### src/rtl/core/ksmt_pkg.sv
// Package for the key set membership table.
// Holds beat types, operation codes and default sizes; no dependencies.
package ksmt_pkg;

  localparam int CapacityDef = 16;
  localparam int KeyWidthDef = 32;
  localparam int InKeyW      = 32;
  localparam int CountOutW   = 5;

  localparam logic [1:0] MODE_QUERY  = 2'd0;
  localparam logic [1:0] MODE_INSERT = 2'd1;
  localparam logic [1:0] MODE_REMOVE = 2'd2;

  typedef enum logic [1:0] {
    OP_QUERY,
    OP_INSERT,
    OP_REMOVE
  } op_e;

  typedef struct packed {
    logic [1:0]               mode;
    logic signed [InKeyW-1:0] key;
  } item_t;

  typedef struct packed {
    logic                 found;
    logic [CountOutW-1:0] entry_count;
    logic                 insert_refused;
  } result_t;

  typedef struct packed {
    op_e               op;
    logic [InKeyW-1:0] key;
  } cmd_t;

endpackage

### src/rtl/core/ksmt_front.sv
// Front end of the key set membership table: accepts input beats,
// decodes the mode and holds commands in a two-entry queue. Uses ksmt_pkg.
module ksmt_front (
  input  logic           clk_i,
  input  logic           rst_ni,
  input  logic           push_i,
  output logic           full_o,
  input  ksmt_pkg::item_t item_i,
  output logic           cmd_valid_o,
  output ksmt_pkg::cmd_t cmd_o,
  input  logic           cmd_take_i
);
  import ksmt_pkg::*;

  localparam logic [1:0] QDepth = 2'd2;

  cmd_t       mem_q [2];
  logic       wptr_q, wptr_d;
  logic       rptr_q, rptr_d;
  logic [1:0] cnt_q, cnt_d;
  cmd_t       cmd_new;
  logic       wr_en, rd_en;

  always_comb begin
    cmd_new.key = item_i.key;
    case (item_i.mode)
      MODE_INSERT: cmd_new.op = OP_INSERT;
      MODE_REMOVE: cmd_new.op = OP_REMOVE;
      MODE_QUERY:  cmd_new.op = OP_QUERY;
      default:     cmd_new.op = OP_QUERY;
    endcase
  end

  assign full_o      = (cnt_q == QDepth);
  assign cmd_valid_o = (cnt_q != 2'd0);
  assign cmd_o       = mem_q[rptr_q];
  assign wr_en       = push_i && !full_o;
  assign rd_en       = cmd_take_i && cmd_valid_o;

  always_comb begin
    wptr_d = wptr_q ^ wr_en;
    rptr_d = rptr_q ^ rd_en;
    cnt_d  = cnt_q + {1'b0, wr_en} - {1'b0, rd_en};
  end

  always_ff @(posedge clk_i or negedge rst_ni) begin
    if (!rst_ni) begin
      wptr_q <= 1'b0;
      rptr_q <= 1'b0;
      cnt_q  <= 2'd0;
    end else begin
      wptr_q <= wptr_d;
      rptr_q <= rptr_d;
      cnt_q  <= cnt_d;
    end
  end

  always_ff @(posedge clk_i) begin
    if (wr_en) begin
      mem_q[wptr_q] <= cmd_new;
    end
  end

endmodule

### src/rtl/core/ksmt_back.sv
// Back end of the key set membership table: key slots, match compare,
// free-slot search, count and a two-entry result queue. Uses ksmt_pkg.
module ksmt_back #(
  parameter int CAPACITY  = ksmt_pkg::CapacityDef,
  parameter int KEY_WIDTH = ksmt_pkg::KeyWidthDef
) (
  input  logic             clk_i,
  input  logic             rst_ni,
  input  logic             cmd_valid_i,
  input  ksmt_pkg::cmd_t   cmd_i,
  output logic             cmd_take_o,
  output ksmt_pkg::result_t result_o,
  output logic             empty_o,
  input  logic             pop_i
);
  import ksmt_pkg::*;

  localparam int IdxW = $clog2(CAPACITY);
  localparam int CntW = $clog2(CAPACITY + 1);
  localparam logic [1:0] QDepth = 2'd2;
  localparam logic ST_IDLE   = 1'b0;
  localparam logic ST_COMMIT = 1'b1;

  logic                 state_q, state_d;
  logic [KEY_WIDTH-1:0] store_q [CAPACITY];
  logic [CAPACITY-1:0]  valid_q, valid_d;
  logic [CntW-1:0]      count_q, count_d;
  logic [CAPACITY-1:0]  match_q, match_d;
  logic [KEY_WIDTH-1:0] key_q;
  op_e                  op_q;

  logic [KEY_WIDTH+InKeyW-1:0]  key_ext;
  logic [KEY_WIDTH-1:0]         key_in;
  logic [CntW+CountOutW-1:0]    cnt_ext;
  logic                         hit, free_found, do_ins, do_rem, refused, commit;
  logic [IdxW-1:0]              free_idx;
  result_t                      res_new;

  result_t    rmem_q [2];
  logic       wptr_q, rptr_q;
  logic [1:0] rcnt_q;
  logic       rd_en;

  assign key_ext    = {{KEY_WIDTH{1'b0}}, cmd_i.key};
  assign key_in     = key_ext[KEY_WIDTH-1:0];
  assign cmd_take_o = cmd_valid_i && (state_q == ST_IDLE) && (rcnt_q != QDepth);
  assign commit     = (state_q == ST_COMMIT);

  always_comb begin
    for (int i = 0; i < CAPACITY; i++) begin
      match_d[i] = valid_q[i] && (store_q[i] == key_in);
    end
  end

  always_comb begin
    free_found = 1'b0;
    free_idx   = '0;
    for (int i = CAPACITY - 1; i >= 0; i--) begin
      if (!valid_q[i]) begin
        free_found = 1'b1;
        free_idx   = IdxW'(i);
      end
    end
  end

  assign hit     = |match_q;
  assign do_ins  = commit && (op_q == OP_INSERT) && !hit && free_found;
  assign refused = commit && (op_q == OP_INSERT) && !hit && !free_found;
  assign do_rem  = commit && (op_q == OP_REMOVE) && hit;

  always_comb begin
    valid_d = valid_q;
    count_d = count_q;
    if (do_ins) begin
      valid_d[free_idx] = 1'b1;
      count_d           = count_q + CntW'(1);
    end
    if (do_rem) begin
      valid_d = valid_q & ~match_q;
      count_d = count_q - CntW'(1);
    end
  end

  always_comb begin
    state_d = state_q;
    case (state_q)
      ST_IDLE:   if (cmd_take_o) state_d = ST_COMMIT;
      ST_COMMIT: state_d = ST_IDLE;
      default:   state_d = ST_IDLE;
    endcase
  end

  assign cnt_ext                = {{CountOutW{1'b0}}, count_d};
  assign res_new.found          = hit;
  assign res_new.entry_count    = cnt_ext[CountOutW-1:0];
  assign res_new.insert_refused = refused;

  always_ff @(posedge clk_i or negedge rst_ni) begin
    if (!rst_ni) begin
      state_q <= ST_IDLE;
      valid_q <= '0;
      count_q <= '0;
    end else begin
      state_q <= state_d;
      valid_q <= valid_d;
      count_q <= count_d;
    end
  end

  always_ff @(posedge clk_i) begin
    if (cmd_take_o) begin
      match_q <= match_d;
      key_q   <= key_in;
      op_q    <= cmd_i.op;
    end
    if (do_ins) begin
      store_q[free_idx] <= key_q;
    end
  end

  assign empty_o  = (rcnt_q == 2'd0);
  assign result_o = rmem_q[rptr_q];
  assign rd_en    = pop_i && !empty_o;

  always_ff @(posedge clk_i or negedge rst_ni) begin
    if (!rst_ni) begin
      wptr_q <= 1'b0;
      rptr_q <= 1'b0;
      rcnt_q <= 2'd0;
    end else begin
      wptr_q <= wptr_q ^ commit;
      rptr_q <= rptr_q ^ rd_en;
      rcnt_q <= rcnt_q + {1'b0, commit} - {1'b0, rd_en};
    end
  end

  always_ff @(posedge clk_i) begin
    if (commit) begin
      rmem_q[wptr_q] <= res_new;
    end
  end

endmodule

### src/rtl/core/key_set_membership_table_unit.sv
// Key set membership table: a set of distinct keys in CAPACITY slots.
// Input beats carry a mode (query, insert, remove) and a key; push while
// full is low. Each input beat yields one result beat: found (key held
// before the operation), entry_count (keys held after it, low 5 bits)
// and insert_refused (insert of an absent key into a full table).
// Results wait in a two-entry queue; read them while empty is low and
// pop to advance.
// The back end takes a new command only after committing the last one;
// it compares the key against all slots on taking it and commits the
// update in the next cycle. A beat passes the command queue, compare
// registers and commit state; its result can then be popped.
// A two-entry command queue sits between front and back; pushes are
// taken while the back end works or the receiver stalls, until it fills.
// When the result queue is full the back end holds, then the command
// queue fills and full rises.
// Reset empties both queues, clears all slots and the count.
// Uses ksmt_pkg, ksmt_front and ksmt_back.
module key_set_membership_table_unit #(
  parameter int CAPACITY  = ksmt_pkg::CapacityDef,
  parameter int KEY_WIDTH = ksmt_pkg::KeyWidthDef
) (
  input  logic              clk_i,
  input  logic              rst_ni,
  input  logic              push,
  output logic              full,
  input  ksmt_pkg::item_t   item_i,
  output logic              empty,
  input  logic              pop,
  output ksmt_pkg::result_t result_o
);
  import ksmt_pkg::*;

  logic cmd_valid;
  logic cmd_take;
  cmd_t cmd;

  ksmt_front u_front (
    .clk_i       (clk_i),
    .rst_ni      (rst_ni),
    .push_i      (push),
    .full_o      (full),
    .item_i      (item_i),
    .cmd_valid_o (cmd_valid),
    .cmd_o       (cmd),
    .cmd_take_i  (cmd_take)
  );

  ksmt_back #(
    .CAPACITY  (CAPACITY),
    .KEY_WIDTH (KEY_WIDTH)
  ) u_back (
    .clk_i       (clk_i),
    .rst_ni      (rst_ni),
    .cmd_valid_i (cmd_valid),
    .cmd_i       (cmd),
    .cmd_take_o  (cmd_take),
    .result_o    (result_o),
    .empty_o     (empty),
    .pop_i       (pop)
  );

`ifndef SYNTHESIS
  a_refused_only_when_full: assert property (@(posedge clk_i) disable iff (!rst_ni)
    (!empty && result_o.insert_refused) |-> (result_o.entry_count == CountOutW'(CAPACITY)))
    else $error("insert refused while table not full");

  a_refused_not_found: assert property (@(posedge clk_i) disable iff (!rst_ni)
    !empty |-> !(result_o.found && result_o.insert_refused))
    else $error("refused insert reports key found");

  a_push_reaches_back: assert property (@(posedge clk_i) disable iff (!rst_ni)
    (push && !full) |=> cmd_valid)
    else $error("accepted beat not visible to back end");
`endif

endmodule
### config.mk
export PLATFORM = sky130hd
export DESIGN_NAME = key_set_membership_table_unit
export DESIGN_NICKNAME = d
export VERILOG_FILES = /design/src/rtl/core/ksmt_pkg.sv /design/src/rtl/core/ksmt_front.sv /design/src/rtl/core/ksmt_back.sv /design/src/rtl/core/key_set_membership_table_unit.sv
export SDC_FILE = /design/constraint.sdc
export NUM_CORES = 1
export LEC_CHECK = 0
export BUFFER_PORTS_ARGS = -buffer_cell sky130_fd_sc_hd__buf_2
export CAP_MARGIN = 30
export CORE_UTILIZATION = 45
export DETAILED_ROUTE_END_ITERATION = 12
export PLACE_DENSITY_LB_ADDON = 0.15
export SLEW_MARGIN = 20
export SYNTH_ARGS = -nofsm -noshare
export SYNTH_HDL_FRONTEND = slang
export SYNTH_SLANG_ARGS = --single-unit
export TNS_END_PERCENT = 1
### constraint.sdc
create_clock -name clk_i -period 5.9 [get_ports clk_i]
set_input_delay 1.18 -clock clk_i [delete_from_list [all_inputs] [get_ports clk_i]]
set_output_delay 1.18 -clock clk_i [all_outputs]
set_load 0.005 [all_outputs]
* After elaboration in Yosys (flattened, before gate mapping)
Memories as Yosys holds them, arrays and structs flattened.
Index checks and enable logic that the tools add are counted.
** Word-level totals
- Bits in read-only memories :: 0
- Register bits :: 80
- Latch bits :: 0
- Memory bits (writable) :: 594
- Memories :: 3
- Output and inout port bits :: 9
- Input port bits :: 38
** Memories
- u_back.store_q :: depth 16, bits a word 32, read ports 16, clocked after Yosys merged registers in 0, write ports 1, line ksmt_back.sv:25 : logic [KEY_WIDTH-1:0] store_q [CAPACITY];
- u_front.mem_q :: depth 2, bits a word 34, read ports 1, clocked after Yosys merged registers in 0, write ports 1, line ksmt_front.sv:17 : cmd_t mem_q [2];
- u_back.rmem_q :: depth 2, bits a word 7, read ports 1, clocked after Yosys merged registers in 0, write ports 1, line ksmt_back.sv:39 : result_t rmem_q [2];
** Operators by class
- Div/mod/pow operators :: 0
- Reductions and logical operators :: 36
- Magnitude comparators :: 2
- Shift-type cells :: 0
- Bitwise operators :: 8
- Multiplexer cells :: 47
- Add/subtract/negate cells :: 6
- Equality and inequality tests :: 22
- Multiply operators :: 0
** Operators by type and width (count)
- $eq 32x32->1 :: 16
- $mux 4 :: 16
- $mux 16 :: 2
- $logic_and 1x1->1 :: 28
- $mux 1 :: 24
- $and 16x16->16 :: 1
- $not 16->16 :: 1
- $or 16x16->16 :: 1
- $reduce_or 16->1 :: 1
- $mux 5 :: 2
- $eq 2x2->1 const B :: 3
- $add 5x1->5 const B :: 1
- $lt 4x5->1 const B :: 1
- $sub 5x1->5 const B :: 1
- $add 2x1->2 :: 2
- $demux 1 s4 :: 1
- $eq 2x1->1 const B :: 2
- $ge 4x1->1 const B :: 1
- $logic_not 1->1 :: 4
- $pmux 2 s2 :: 1
- $reduce_bool 2->1 :: 2
- $sub 2x1->2 :: 2
- $xor 1x1->1 :: 4
- $logic_not 2->1 :: 1
- 3 further kinds :: 3

* Longest topological paths before layout
- Depth in word-level cells :: 23
- Gate-level depth with buffers :: 8
- Depth with buffers taken out :: 8

* Modules after synthesis
A second synthesis with hierarchy kept.
** Unflattened totals
- Cell total of the unflattened synthesis :: 1649
- Area total of the unflattened synthesis :: 27672.8 µm²
** By module, submodules not included
- ksmt_back :: cells an instance 1521, area an instance 24833.8 µm², times used 1
- ksmt_front :: cells an instance 128, area an instance 2839.0 µm², times used 1

* Worst setup path after synthesis
OpenSTA, ideal clock, no wires.
- Path type :: register to register
- From :: register u_back.match_q[13]
- To :: memory u_back.store_q[3][0] in the netlist's numbering (enable)
- Setup slack :: 0.884 ns
- Cell stages (with the launch flop) :: 6
- Clock period less this slack :: 5.016 ns
- Arrival :: 4.515 ns
- Data required time :: 5.398 ns
- Path buffers :: 0
- Path through :: edfxtp_1 > nor4_1 > nand4_1 > nor3_2 > nand2_1 > nor4_1
** On the way
- Word-level cells in the longest chain between the ends :: 6
** RTL lines
- from (decl) :: line ksmt_back.sv:28 : logic [CAPACITY-1:0] match_q, match_d;
- from (signal assigned) :: line ksmt_back.sv:112 : match_q <= match_d;
- $reduce_or 16->1 :: line ksmt_back.sv:66 : assign hit = |match_q;
- $logic_not 1->1 :: line ksmt_back.sv:67 : assign do_ins = commit && (op_q == OP_INSERT) && !hit && free_found;
- $logic_and 1x1->1 (2 in a row) :: line ksmt_back.sv:67
- $mux 1 :: line ksmt_back.sv:116 : if (do_ins) begin
- $mux 1 (implied by the code) :: line ksmt_back.sv:117 : store_q[free_idx] <= key_q;
- to (decl) :: line ksmt_back.sv:25
No other way between the ends.

* Worst setup path after layout
- From :: register u_front.rptr_q
- To :: register u_back.match_q[0], data pin
** On the way
- Word-level cells in the longest chain between the ends :: 3
** RTL lines
- from (decl) :: line ksmt_front.sv:19 : logic rptr_q, rptr_d;
- from (signal assigned) :: line ksmt_front.sv:53 : rptr_q <= rptr_d;
- $mem_v2 2x34
- $eq 32x32->1 :: line ksmt_back.sv:51 : match_d[i] = valid_q[i] && (store_q[i] == key_in);
- $logic_and 1x1->1 :: line ksmt_back.sv:51
- named net u_back.match_d[0] :: line ksmt_back.sv:28
The timed path passes the listed nets, and every way through them passes these cells.
A chain may end at the register's enable or synchronous reset.

==> results.sh <==
export IMPL_outcome="completed"
export IMPL_clockRootBuffer="clkbuf_16"
export IMPL_intPower_mw=10.8
export IMPL_crit_required_ns=6.35
export IMPL_cp_start_kind="flip-flop"
export IMPL_max_stage_delay_ns=1.03
export IMPL_dp_cells=2579
export IMPL_p_seq_frac=0.413
export IMPL_finalSetupTns_ns=0
export IMPL_numCtsBuffers=71
export IMPL_drive_gt1_frac=0.163
export IMPL_skew_ns=0.0305
export IMPL_io_buffer_count=46
export IMPL_path_delay_family="simple AND/OR/NAND/NOR gates"
export IMPL_clock_latency_ns=0.63
export IMPL_dr_pass1_iters=6
export IMPL_clockBufferDepth=3
export IMPL_cellPowerDensity_nw_per_um2=519
export IMPL_cts_reportedPaths_clkPinSlew_ns=0.06
export IMPL_crit_chain="mux2i_4, buf_4, xnor2_1, nor4_1, nand4_1, nor3_1"
export IMPL_syn_nets=1705
export IMPL_synth_edf_count=644
export IMPL_grt_max_degree=35
export IMPL_clock_sinks=674
export IMPL_boundaryPins=47
export IMPL_fp_dieArea_um2=63400
export IMPL_synth_largest_area_cell="edfxtp_1"
export IMPL_power_switching_mw=5.99
export IMPL_fin_nets=1870
export IMPL_maxCapViolCount=0
export IMPL_synth_cell_type_count=38
export IMPL_die_h_um=252
export IMPL_initial_core_util=0.455
export IMPL_grt_pass1_wl_um=116000
export IMPL_totalPowerFinal_mw=16.8
export IMPL_cts_resized=0
export IMPL_layoutNonFillerInstCount=2714
export IMPL_hold_path_class="reg -> reg"
export IMPL_routabilityCongestion=0.929
export IMPL_final_common_cell="edfxtp_1"
export IMPL_final_core_util=0.525
export IMPL_core_um2=61700
export IMPL_track_usage=0.270
export IMPL_grt_ovfl_total=0
export IMPL_ys_flop_type="edfxtp_1"
export IMPL_peakVddDrop_v=0.000242
export IMPL_ctsHoldBuffers=0
export IMPL_avgViaCountPerCell=5.62
export IMPL_antenna_found_initial=6
export IMPL_pre_cts_ws_ns=2.19
export IMPL_relSlewSlack=0.337
export IMPL_rows=91
export IMPL_seq_area_frac_synth=0.715
export IMPL_antenna_left=0
export IMPL_finalWorstSetupSlack_ns=2.08
export IMPL_crit_fanout=26
export IMPL_p_leak_nw=10.0
export IMPL_yosysWarningCount=0
export IMPL_dr_first_iter_drc_count=1872
export IMPL_cts_tree="yes"
export IMPL_cts_max_level=3
export IMPL_async_reset_ff_frac=0.0445
export IMPL_maxSlewViolCount=0
export IMPL_finalCritPeriodShare=0.648
export IMPL_die_width_um=252
export IMPL_syn_avg_cell_area_um2=17.0
export IMPL_critPathBufInv=1
export IMPL_wl_um=84300
export IMPL_vias=15300
export IMPL_setup_viol=0
export IMPL_rsz0062_at_grt="no"
export IMPL_yosysTopAreaCellShare=0.688
export IMPL_p_comb_frac=0.319
export IMPL_drc=0
export IMPL_endpoint_kind="flip-flop"
export IMPL_cp_slowest_cell="dfrtp_4"
export IMPL_ys_seq_elements=674
export IMPL_synthCells=1657
export IMPL_hold_violations=0
export IMPL_path_class="reg -> reg"
export IMPL_grt_pass1_vias=15000
export IMPL_p_clk_frac=0.269
export IMPL_fmax_ghz=0.261
export IMPL_cp_arrival_ns=4.27
export IMPL_tightest_slew_ns=0.992
export IMPL_ys_top_cells_by_area="edfxtp_1, xnor2_1, dfrtp_1"
export IMPL_area_delta_synth_final_pct=15.2
export IMPL_wl_per_cell_um=31.1
export IMPL_layout_common_cells="edfxtp_1, xnor2_1, nor4_1, clkbuf_16, buf_4"
export IMPL_fin_crit_ns=3.82
export IMPL_post_cts_repair_setup_buffers=0
export IMPL_place_hpwl_um=52600
export IMPL_synth_area_um2=28100
export IMPL_swShare=0.356
export IMPL_antennaDiodeCount=0
area by class of cell:
type / count / area (um^2)
Inverter: 49 / 184
Sequential cell: 674 / 20100
Tap cell: 837 / 1050
Fill cell: 5088 / 29300
Timing Repair Buffer: 135 / 1210
Clock inverter: 21 / 267
Clock buffer: 107 / 2060
Multi-Input combinational cell: 891 / 7510
worst reg2reg max path: cells and delay by family, from the launching register on:
kind / cells / cell delay, ns
mux: 1 / 0.92
xor+xnor: 1 / 0.11
simple gates: 3 / 1.17
flops: 1 / 1.03
buf+inv: 1 / 0.43
power by group through the flow:
stage	logic (mW)	clock network [mW]	registers, mW
floorplan	2.91	0	6.81
global placement	4.91	0	7.21
detailed placement	5.35	0	7.03
CTS	5.37	4.57	6.94
global route	5.56	4.74	6.96
finish	5.35	4.52	6.93
Yosys cell counts, drive strengths merged, types with 18 or more instances:
library cell    n
edfxtp        644
xnor2         504
nor4          120
inv            49
nand3          44
buf            36
nor3           35
mux2i          33
dfrtp          30
nand4          24
nand2          22
nor2           22
xor2           18
cell families (layout without fill, tap and decap cells):
kind of cell               after synthesis  in the layout  share of synthesized area
AOI/OAI and AO/OA                       35             35                    0.00802
xor gates and xnor gates               522            522                      0.163
adders and majority gates               10             10                    0.00445
buffers and inverters                   92            312                     0.0224
DFF                                    674            674                      0.715
muxes                                   43             43                     0.0300
and+or+nand+nor                        281            281                     0.0575
per-stage QoR:
| step | cell area [um^2] | hold slack [ns] |
|---|---|---|
| 5_1_grt | 32400 | 0.510 |
| 3_5_place_dp | 29900 | 0.494 |
| 6_report | 32400 | 0.499 |
| 4_1_cts | 32200 | 0.505 |
| 3_3_place_gp | 29600 | 0.477 |
| 2_1_floorplan | 28100 | 0.429 |
state kept, by name (all words and copies together) (netlist names):
register and count:
u_back.commit 1, u_back.count_q 5, u_back.key_q 32, u_back.match_q 16
u_back.op_q 2, u_back.rcnt_q 2, u_back.rmem_q 14, u_back.rptr_q 1
u_back.store_q 512, u_back.valid_q 16, u_back.wptr_q 1, u_front.cnt_q 2
u_front.mem_q 68, u_front.rptr_q 1, u_front.wptr_q 1
path summary, 6_finish.rpt:
kind / slack, ns / start / cells after the start / endpoint
worst max-delay path: 2.08 / u_front.rptr_q$_DFF_PN0_ / 6 / u_back.match_q[0]$_DFFE_PP_
worst min-delay path: 0.50 / u_back.rcnt_q[1]$_DFF_PN0_ / 1 / u_back.rcnt_q[1]$_DFF_PN0_
worst max register to register: 2.08 / u_front.rptr_q$_DFF_PN0_ / 6 / u_back.match_q[0]$_DFFE_PP_
worst min register to register: 0.50 / u_back.rcnt_q[1]$_DFF_PN0_ / 1 / u_back.rcnt_q[1]$_DFF_PN0_
max in group asynchronous: 4.58 / rst_ni / 1 / u_front.rptr_q$_DFF_PN0_
min in group asynchronous: 0.68 / rst_ni / 1 / u_front.rptr_q$_DFF_PN0_
layer usage:
| metal | up-vias | track usage | wire length [um] |
|---|---|---|---|
| met4 | 2 | 0.0926 | 2640 |
| met3 | 150 | 0.0536 | 7340 |
| met5 | - | 0 | 8 |
| met1 | 7892 | 0.371 | 34700 |
| met2 | 778 | 0.430 | 39700 |
| li1 | 6436 | - | - |
No activity file was read; power rests on OpenSTA's default activity.
